==> src/rtl/fcs_pkg.sv <==
// fcs_pkg: shared types and constants of the flash command sequencer
// no dependencies; imported by fcs_store, fcs_seq and flash_command_sequencer_top

package fcs_pkg;

   // fixed geometry
   localparam int BANK_BYTES   = 65536;
   localparam int SECTOR_BYTES = 4096;

   // bus access kind carried in tuser
   localparam logic OP_READ  = 1'b0;
   localparam logic OP_WRITE = 1'b1;

   // command addresses
   localparam logic [27:0] ADDR_UNLOCK1 = 28'hE00_5555;
   localparam logic [27:0] ADDR_UNLOCK2 = 28'hE00_2AAA;
   localparam logic [27:0] ADDR_BASE    = 28'hE00_0000;

   // unlock bytes and command codes
   localparam logic [7:0] DATA_UNLOCK1     = 8'hAA;
   localparam logic [7:0] DATA_UNLOCK2     = 8'h55;
   localparam logic [7:0] CMD_ID_ENTER     = 8'h90;
   localparam logic [7:0] CMD_ID_EXIT      = 8'hF0;
   localparam logic [7:0] CMD_ERASE_ARM    = 8'h80;
   localparam logic [7:0] CMD_CHIP_ERASE   = 8'h10;
   localparam logic [7:0] CMD_SECTOR_ERASE = 8'h30;
   localparam logic [7:0] CMD_PROGRAM      = 8'hA0;
   localparam logic [7:0] CMD_BANK_SELECT  = 8'hB0;

   // blank flash and chip id bytes
   localparam logic [7:0] BLANK_BYTE   = 8'hFF;
   localparam logic [7:0] ID_LARGE_MFR = 8'hC2;
   localparam logic [7:0] ID_LARGE_DEV = 8'h09;
   localparam logic [7:0] ID_SMALL_MFR = 8'hBF;
   localparam logic [7:0] ID_SMALL_DEV = 8'hD4;

   typedef enum logic [1:0] {
      PH_UNLOCK1,
      PH_UNLOCK2,
      PH_COMMAND,
      PH_EXTENDED
   } phase_type;

   typedef enum logic [1:0] {
      SEQ_IDLE,
      SEQ_RESP,
      SEQ_SWEEP
   } seq_state_type;

   // strobes from the sequencer to the byte store
   typedef struct packed {
      logic wr_en;
      logic rd_en;
   } store_ctl_type;

endpackage

==> src/rtl/fcs_seq.sv <==
// fcs_seq: unlock/command protocol, id mode, erase sweeps and read path control
// depends on fcs_pkg; drives fcs_store through its control struct

module fcs_seq #(
   parameter int STORE_BYTES = 131072
) (
   input  logic                           clock,
   input  logic                           reset,
   input  logic                           large_size,
   input  logic                           req_tvalid,
   output logic                           req_tready,
   input  logic                           opcode,
   input  logic [27:0]                    bus_address,
   input  logic [7:0]                     write_data,
   input  logic                           out_free,
   output logic                           rsp_push,
   output logic [7:0]                     rsp_data,
   output fcs_pkg::store_ctl_type         store_ctl,
   output logic [$clog2(STORE_BYTES)-1:0] wr_addr,
   output logic [7:0]                     wr_data,
   output logic [$clog2(STORE_BYTES)-1:0] rd_addr,
   input  logic [7:0]                     rd_data
);

   import fcs_pkg::*;

   localparam int AW         = $clog2(STORE_BYTES);
   localparam int CW         = $clog2(STORE_BYTES + 1);
   localparam int CHIP_LARGE = (STORE_BYTES < 2 * BANK_BYTES) ? STORE_BYTES : 2 * BANK_BYTES;

   seq_state_type  state_ff, state_in;
   phase_type      phase_ff, phase_in;
   logic           id_mode_ff, id_mode_in;
   logic           erase_armed_ff, erase_armed_in;
   logic           program_armed_ff, program_armed_in;
   logic           bank_armed_ff, bank_armed_in;
   logic           bank_ff, bank_in;
   logic           sweep_go_ff, sweep_go_in;
   logic [AW-1:0]  sweep_addr_ff, sweep_addr_in;
   logic [CW-1:0]  sweep_left_ff, sweep_left_in;
   logic           use_ram_ff, use_ram_in;
   logic [7:0]     const_ff, const_in;
   logic           eff_bank;
   logic           at_unlock1;
   logic           at_sector;

   // bank * 64k + low 16 bits, wrapped into the store
   function automatic logic [AW-1:0] phys(input logic b, input logic [15:0] lo);
      logic [17:0] raw;
      raw = {1'b0, b, lo};
      if (raw >= 18'(STORE_BYTES)) begin
         raw = raw - 18'(STORE_BYTES);
      end
      return AW'(raw);
   endfunction

   assign eff_bank   = large_size & bank_ff;
   assign at_unlock1 = (bus_address == ADDR_UNLOCK1);
   assign at_sector  = (bus_address[27:16] == ADDR_BASE[27:16]) &&
                       (bus_address[11:0] == ADDR_BASE[11:0]);

   always_ff @(posedge clock) begin
      if (reset) begin
         state_ff         <= SEQ_SWEEP;
         phase_ff         <= PH_UNLOCK1;
         id_mode_ff       <= 1'b0;
         erase_armed_ff   <= 1'b0;
         program_armed_ff <= 1'b0;
         bank_armed_ff    <= 1'b0;
         bank_ff          <= 1'b0;
         sweep_go_ff      <= 1'b0;
         sweep_addr_ff    <= '0;
         sweep_left_ff    <= CW'(STORE_BYTES);
         use_ram_ff       <= 1'b0;
      end else begin
         state_ff         <= state_in;
         phase_ff         <= phase_in;
         id_mode_ff       <= id_mode_in;
         erase_armed_ff   <= erase_armed_in;
         program_armed_ff <= program_armed_in;
         bank_armed_ff    <= bank_armed_in;
         bank_ff          <= bank_in;
         sweep_go_ff      <= sweep_go_in;
         sweep_addr_ff    <= sweep_addr_in;
         sweep_left_ff    <= sweep_left_in;
         use_ram_ff       <= use_ram_in;
      end
   end

   always_ff @(posedge clock) begin
      const_ff <= const_in;
   end

   always_comb begin
      state_in         = state_ff;
      phase_in         = phase_ff;
      id_mode_in       = id_mode_ff;
      erase_armed_in   = erase_armed_ff;
      program_armed_in = program_armed_ff;
      bank_armed_in    = bank_armed_ff;
      bank_in          = bank_ff;
      sweep_go_in      = sweep_go_ff;
      sweep_addr_in    = sweep_addr_ff;
      sweep_left_in    = sweep_left_ff;
      use_ram_in       = use_ram_ff;
      const_in         = const_ff;
      req_tready       = 1'b0;
      rsp_push         = 1'b0;
      rsp_data         = use_ram_ff ? rd_data : const_ff;
      store_ctl        = '0;
      wr_addr          = sweep_addr_ff;
      wr_data          = BLANK_BYTE;
      rd_addr          = phys(eff_bank, bus_address[15:0]);

      case (state_ff)
         SEQ_IDLE: begin
            req_tready = 1'b1;
            if (req_tvalid) begin
               state_in    = SEQ_RESP;
               sweep_go_in = 1'b0;
               use_ram_in  = 1'b0;
               const_in    = '0;
               if (opcode == OP_READ) begin
                  if (id_mode_ff && (bus_address[15:1] == '0)) begin
                     if (large_size) begin
                        const_in = bus_address[0] ? ID_LARGE_DEV : ID_LARGE_MFR;
                     end else begin
                        const_in = bus_address[0] ? ID_SMALL_DEV : ID_SMALL_MFR;
                     end
                  end else begin
                     use_ram_in    = 1'b1;
                     store_ctl.rd_en = 1'b1;
                  end
               end else begin
                  case (phase_ff)
                     PH_UNLOCK1: begin
                        if (at_unlock1 && (write_data == DATA_UNLOCK1)) begin
                           phase_in = PH_UNLOCK2;
                        end
                     end
                     PH_UNLOCK2: begin
                        if ((bus_address == ADDR_UNLOCK2) && (write_data == DATA_UNLOCK2)) begin
                           phase_in = PH_COMMAND;
                        end
                     end
                     PH_COMMAND: begin
                        if (at_unlock1) begin
                           case (write_data)
                              CMD_ID_ENTER: begin
                                 id_mode_in = 1'b1;
                                 phase_in   = PH_UNLOCK1;
                              end
                              CMD_ID_EXIT: begin
                                 id_mode_in = 1'b0;
                                 phase_in   = PH_UNLOCK1;
                              end
                              CMD_ERASE_ARM: begin
                                 erase_armed_in = 1'b1;
                                 phase_in       = PH_UNLOCK1;
                              end
                              CMD_CHIP_ERASE: begin
                                 if (erase_armed_ff) begin
                                    erase_armed_in = 1'b0;
                                    sweep_go_in    = 1'b1;
                                    sweep_addr_in  = '0;
                                    sweep_left_in  = large_size ? CW'(CHIP_LARGE)
                                                                : CW'(BANK_BYTES);
                                 end
                                 phase_in = PH_UNLOCK1;
                              end
                              CMD_PROGRAM: begin
                                 program_armed_in = 1'b1;
                                 phase_in         = PH_EXTENDED;
                              end
                              CMD_BANK_SELECT: begin
                                 if (large_size) begin
                                    bank_armed_in = 1'b1;
                                    phase_in      = PH_EXTENDED;
                                 end else begin
                                    phase_in = PH_UNLOCK1;
                                 end
                              end
                              default: begin
                              end
                           endcase
                        end else if (erase_armed_ff && at_sector &&
                                     (write_data == CMD_SECTOR_ERASE)) begin
                           erase_armed_in = 1'b0;
                           sweep_go_in    = 1'b1;
                           sweep_addr_in  = phys(eff_bank, {bus_address[15:12], 12'h000});
                           sweep_left_in  = CW'(SECTOR_BYTES);
                           phase_in       = PH_UNLOCK1;
                        end
                     end
                     PH_EXTENDED: begin
                        if (program_armed_ff) begin
                           store_ctl.wr_en  = 1'b1;
                           wr_addr          = phys(eff_bank, bus_address[15:0]);
                           wr_data          = write_data;
                           program_armed_in = 1'b0;
                        end else if (bank_armed_ff && (bus_address == ADDR_BASE)) begin
                           bank_in       = write_data[0];
                           bank_armed_in = 1'b0;
                        end
                        phase_in = PH_UNLOCK1;
                     end
                     default: begin
                        phase_in = PH_UNLOCK1;
                     end
                  endcase
               end
            end
         end
         SEQ_RESP: begin
            if (out_free) begin
               rsp_push = 1'b1;
               state_in = sweep_go_ff ? SEQ_SWEEP : SEQ_IDLE;
            end
         end
         SEQ_SWEEP: begin
            store_ctl.wr_en = 1'b1;
            sweep_go_in     = 1'b0;
            sweep_addr_in   = (sweep_addr_ff == AW'(STORE_BYTES - 1)) ? '0
                                                                     : sweep_addr_ff + 1'b1;
            sweep_left_in   = sweep_left_ff - 1'b1;
            if (sweep_left_ff == CW'(1)) begin
               state_in = SEQ_IDLE;
            end
         end
         default: begin
            state_in = SEQ_IDLE;
         end
      endcase
   end

   a_one_push_per_item: assert property (@(posedge clock) disable iff (reset)
      rsp_push |=> !rsp_push)
      else $error("two results pushed back to back");

   a_accept_to_resp: assert property (@(posedge clock) disable iff (reset)
      (req_tvalid && req_tready) |=> (state_ff == SEQ_RESP))
      else $error("accepted word did not move to response");

   a_program_in_extended: assert property (@(posedge clock) disable iff (reset)
      (store_ctl.wr_en && (state_ff == SEQ_IDLE)) |-> (phase_ff == PH_EXTENDED))
      else $error("byte program outside extended phase");

   a_sweep_nonempty: assert property (@(posedge clock) disable iff (reset)
      (state_ff == SEQ_SWEEP) |-> (sweep_left_ff != '0))
      else $error("erase sweep running with zero length");

endmodule

==> config.mk <==
export PLATFORM = sky130hd
export DESIGN_NAME = fcs_seq
export DESIGN_NICKNAME = d
export VERILOG_FILES = /design/src/rtl/fcs_pkg.sv /design/src/rtl/fcs_seq.sv
export SDC_FILE = /design/constraint.sdc
export NUM_CORES = 1
export LEC_CHECK = 0
export BUFFER_PORTS_ARGS = -buffer_cell sky130_fd_sc_hd__buf_2
export CAP_MARGIN = 20
export CORE_ASPECT_RATIO = 0.5
export CORE_MARGIN = 2
export CORE_UTILIZATION = 57
export DETAILED_ROUTE_END_ITERATION = 10
export GPL_ROUTABILITY_DRIVEN = 0
export PLACE_DENSITY = 0.93
export SLEW_MARGIN = 40
export SYNTH_ARGS = -nofsm -noshare
export SYNTH_HDL_FRONTEND = slang
export SYNTH_SLANG_ARGS = --single-unit
==> constraint.sdc <==
create_clock -name clock -period 6 [get_ports clock]
set_input_delay 0 -clock clock [delete_from_list [all_inputs] [get_ports clock]]
set_output_delay 0 -clock clock [all_outputs]
set_load 0.01 [all_outputs]
After elaboration in Yosys (flattened, before gate mapping):

Index checks and enable logic that the tools add are counted.

* bits in registers: 54
* memory bits (read-only): 0
* latch bits: 0
* input bits: 50
* output and inout bits: 54
* memories: 0
* logic and storage cells: 159
* RAM bits: 0

* equal/unequal tests: 39
* muxes and demuxes: 76
* reductions and logical operators: 27
* $add $sub $neg: 2
* bitwise gates (word level): 3
* multipliers: 0
* $lt $le $gt $ge: 0
* shift operators: 0
* div/mod/pow operators: 0

Operators with widths (count)
* 2-to-1 mux 17 bit: 13
* 2-to-1 mux 18 bit: 8
* == test 28 bit (second input constant): 3
* 2-to-1 mux 8 bit: 8
* == test 8 bit (second input constant): 6
* case mux 18 bit (2 select lines): 1
* case mux 17 bit (2 select lines): 1
* 2-to-1 mux 1 bit: 25
* AND reduction 6 bit: 4
* 2-to-1 mux 2 bit: 10
* != test 2 bit (second input constant): 10
* == test 18 x 1 -> 1 bit (second input constant): 1
* subtractor 18 x 1 -> 18 bit (second input constant): 1
* adder 17 x 1 -> 17 bit (second input constant): 1
* == test 17 bit (second input constant): 1
* zero test 15 bit: 1
* AND reduction 7 bit: 2
* == test 12 bit (second input constant): 1
* zero test 12 bit: 1
* case mux 1 bit (2 select lines): 6
* case mux 2 bit (3 select lines): 2
* != test 3 bit (second input constant): 3
* AND reduction 9 bit: 1
* == test 8 x 5 -> 1 bit (second input constant): 1
* 19 further kinds: 36

Longest topological paths before layout:

* depth after elaboration: 10
* depth in mapped cells: 12
* mapped depth without buffers: 11

Least setup slack after synthesis:

OpenSTA, ideal clock, no wires.

* kind: register to register
* start point: register erase_armed_ff
* end point: register sweep_left_ff[17]
* setup time: 0.134 ns
* stages on the path, launching flop included: 7
* path buffers: 0
* data arrival time: 2.331 ns
* required time: 5.866 ns
* path slack: 3.535 ns
* period minus slack after synthesis: 2.465 ns
* path through: dfxtp_1 -> or4bb_4 -> or4_4 -> nor4_4 -> nor2_1 -> and3_1 -> or4_1

* word-level cells in the longest chain between the ends: 4
* elaborated cells between the ends (all ways): 5
* those cells by class: eq/ne (2); reduce/logical (3)

Ends and longest elaborated chain
* start: declaration: line fcs_seq.sv:34 `logic erase_armed_ff, erase_armed_in;`
* start signal: assignment: line fcs_seq.sv:79 `erase_armed_ff <= erase_armed_in;`
* logical AND 1 bit (2 in a row): line fcs_seq.sv:186 `end else if (erase_armed_ff && at_sector &&`
* != test 3 bit (no line)
* AND reduction 7 bit (no line) *
* end signal: assignment: line fcs_seq.sv:73 `sweep_left_ff <= CW'(STORE_BYTES);`
* end signal: assignment: line fcs_seq.sv:85 `sweep_left_ff <= sweep_left_in;`
* end: declaration: line fcs_seq.sv:40 `logic [CW-1:0] sweep_left_ff, sweep_left_in;`

Mark *: on every way between the ends. The rest lies on a longest branch, timed or not.
A chain may end at the register's enable or synchronous reset.

Worst setup path in the final report:

* start point: register erase_armed_ff
* end point: register sweep_left_ff[7]

The elaborated chain is that of the path after synthesis.

==> metrics.log <==
INFO  metric synth_top_area_share = 0.248
INFO  metric clock_power_share = 0.316
INFO  metric antenna_found_initial = 0
INFO  metric diodes = 0
INFO  metric timing.clock.skew = 0.00812 ns
INFO  metric fp.dieArea = 0.00723 mm^2
INFO  metric nets = 595
INFO  metric cts.sinks = 52
INFO  metric postSynth.topFlopCell = dfxtp_1
INFO  metric maxCapViolations = 0
INFO  metric peakVddDrop = 131 uV
INFO  metric placedCellCount = 618
INFO  metric cts.repair_timing.setup_buffer_count = 0
INFO  metric timing.setup.tns = 0 ns
INFO  metric floorplan.initialDensity = 0.602
INFO  metric synth.net_count = 522
INFO  metric worstPathArrival = around 3.1 ns
INFO  metric syn_area = 0.00372 mm^2
INFO  metric report.final.slew_viol_count = 0
INFO  metric critical_path.max_stage_delay = roughly 0.54 ns
INFO  metric io_buffer_count = about 100
INFO  metric grt_setup_unrepaired = no
INFO  metric kind_of_launch_point_of_the_worst_setup_path = flop
INFO  metric timing.slew.headroom = 0.464
INFO  metric post_synth_edffs = 6
INFO  metric yosys.cell_count.top_type = nor2_1
INFO  metric synth-async-reset-ratio = 0
INFO  metric routed_wl = 10.5 mm
INFO  metric die_h = 61.1 um
INFO  metric instances_no_fill = 627
INFO  metric crit_share_post_route = 0.484
INFO  metric global_route_wire_length_before_repair = 16.7 mm
INFO  metric cts.htree.levels = 2
INFO  metric crit_slowest_cell = or4bb_4
INFO  metric drt-wirelength-per-cell = between 15 and 20 um
INFO  metric fill_cells = 481
INFO  metric ys_seq_elements = 52
INFO  metric setup.worst_path.end_class = flop
INFO  metric route.detailed.vias_per_inst = between 6 and 7
INFO  metric synth_cell_type_count = 68
INFO  metric first_iter_violations = 572
INFO  metric ctsResizeCount = 0
INFO  metric run_status = finished clean
INFO  metric grt_remaining_overflow = 0
INFO  metric final_period_minus_worst_setup_slack = about 2.9 ns
INFO  metric core_area = about 0.0062 mm^2
INFO  metric tritoncts = built
INFO  metric cp.buffers_inverters = 1
INFO  metric swShare = 0.318
INFO  metric ant_nets = 0
INFO  metric design.portCount = 104
INFO  metric synth.yosys.warnings = 0
INFO  metric numCtsBuffers = 5
INFO  metric fmaxAchievable = 344 MHz
INFO  metric hold_buffers_post_cts = 1
INFO  metric combinationalPowerShare = 0.265
INFO  metric worst_hold_slack = 0.0711 ns
INFO  metric synth_cells = 465
INFO  metric post_synth.cell_area_avg = 8.00 um^2
INFO  metric max-clock-path-buffers = 2
INFO  metric utilization = 0.693
INFO  metric synth_commonest_cells = nor2_1 (50), dfxtp_1 (46), a21oi_1 (35)
INFO  metric route.detailed.drc = 0
INFO  metric setup_viol_count_final = 0
INFO  metric finalPower = roughly 1.0 mW
INFO  metric timing.critical_path.cells = or4bb_4, or4_4, nor4_4, nor3_2, buf_4, or4b_1, a21oi_1
INFO  metric clock_insertion_delay_worst_skew = 0.29 ns
INFO  metric ys_top_cells_by_area = dfxtp_1 (25%), nor2_1 (5.0%), edfxtp_1 (4.8%)
INFO  metric drive_gt1_frac = 0.262
INFO  metric power_frac_seq = 0.419
INFO  metric worst_hold_path_type = in2reg
INFO  metric part_of_the_yosys_area_used_for_sequential_elements = 0.296
INFO  metric synthDominantAreaCellType = dfxtp_1
INFO  metric global_route.usage.total = 0.285
INFO  metric clk_root_buffer_cell = clkbuf_16
INFO  metric leakagePower = around 1.7 nW
INFO  metric p_int = 714 uW
INFO  metric drt_pass1_iterations = 6
INFO  metric floorplan.die.width = 118 um
INFO  metric data_required_time_at_the_worst_endpoint = 6.22 ns
INFO  metric tightest_slew = 0.783 ns
INFO  metric placement_rows = 20
INFO  metric setup.worst_path.class = reg2reg
INFO  metric via_count_of_the_first_global_routing_pass = 3473
INFO  metric grt_start_max_net_pins = 36
INFO  metric timing_hold_violations_final = 0
INFO  metric clk_pin_slew_worst_paths = 0.07 ns
INFO  metric area_growth = 15.2%
INFO  metric critical_path_peak_fanout = 27
INFO  metric vias = 4022
INFO  metric critPathTopFamily = simple AND/OR/NAND/NOR gates
INFO  metric power-per-cell-area = roughly 240 mW/mm^2
INFO  metric power_switching = 333 uW
INFO  metric dpl.hpwl = 7.50 mm
per-stage QoR:
stage | cell area, um^2 | worst slack [ns]
6_report | 4290 | 3.09
5_1_grt | 4290 | 3.01
4_1_cts | 4290 | 3.13
3_5_place_dp | 4110 | 3.14
3_3_place_gp | 4100 | 3.21
2_1_floorplan | 3720 | 3.54
tightest hold or removal path, stage by stage:
cell and delay [ns]:
buf_2 0.13, nor2_1 0.10, a2111oi_0 0.08
final cells by class:
cell class,instances,area [um^2],area share
multi-input cells,358,2310,0.540
inverters,16,60.1,0.0140
well taps,88,110,0.0257
clock inverters,2,38.8,0.00905
flip-flops and latches,52,1100,0.257
repair buffers,105,533,0.124
clock buffers,6,129,0.0301
sequential cells by signal, indices dropped and copies added (netlist names):
name,cells
bank_armed_ff,1
bank_ff,1
const_ff,6
erase_armed_ff,1
id_mode_ff,1
phase_ff,2
program_armed_ff,1
state_ff,2
sweep_addr_ff,17
sweep_go_ff,1
sweep_left_ff,18
use_ram_ff,1
metal layers:
layer | GRT usage | wire length (um) | share of wire | vias to the layer above
met5 | 0 | 0 | 0 | -
met4 | 0.0792 | 231 | 0.022 | 0
met3 | 0.0611 | 1150 | 0.11 | 38
met2 | 0.488 | 4750 | 0.45 | 265
met1 | 0.376 | 4360 | 0.42 | 1852
li1 | - | - | - | 1867
power groups by stage:
stage	clock, mW	sequential [mW]	combinational, mW
CTS	0.327	0.437	0.274
floorplan	0	0.433	0.208
detailed placement	0	0.445	0.269
finish	0.331	0.438	0.278
global route	0.342	0.446	0.308
global placement	0	0.442	0.257
cells in the final DEF, fill, tap and decap left out, types with 5 or more instances in the layout:
master and count:
or3_1 12, nand2b_1 7, o21ai_1 10, o21ai_0 9, mux2_2 9, o31ai_1 9
nor3_1 17, ha_1 7, edfxtp_1 6, nor2_1 50, nor4_1 10, clkbuf_16 5
nand2_1 31, a31oi_1 7, inv_1 16, buf_2 103, mux2_1 10, and3_1 7
or2_1 6, nand3_1 15, or4_1 11, nand4_1 18, a211oi_1 9, dfxtp_1 46
a21oi_1 35
final timing paths:
check,cells after the start,from,slack [ns],endpoint
max,7,erase_armed_ff,3.09,sweep_left_ff[7]
min,3,req_tvalid,0.07,state_ff[0]
max reg2reg,7,erase_armed_ff,3.09,sweep_left_ff[7]
min reg2reg,2,sweep_go_ff,0.48,sweep_go_ff
cell families (layout without fill, tap and decap cells):
| kind of cell | Yosys count | in the layout | share of synthesized area |
|---|---|---|---|
| AND/OR/NAND/NOR | 225 | 225 | 0.353 |
| AO/OA/AOI/OAI | 101 | 101 | 0.172 |
| buffers and inverters | 55 | 129 | 0.0831 |
| flip-flops | 52 | 52 | 0.296 |
| multiplexers | 21 | 21 | 0.0629 |
| adder cells (fa/ha/maj) | 7 | 7 | 0.0236 |
| XOR/XNOR | 4 | 4 | 0.00942 |
No activity file was read; power rests on OpenSTA's default activity.
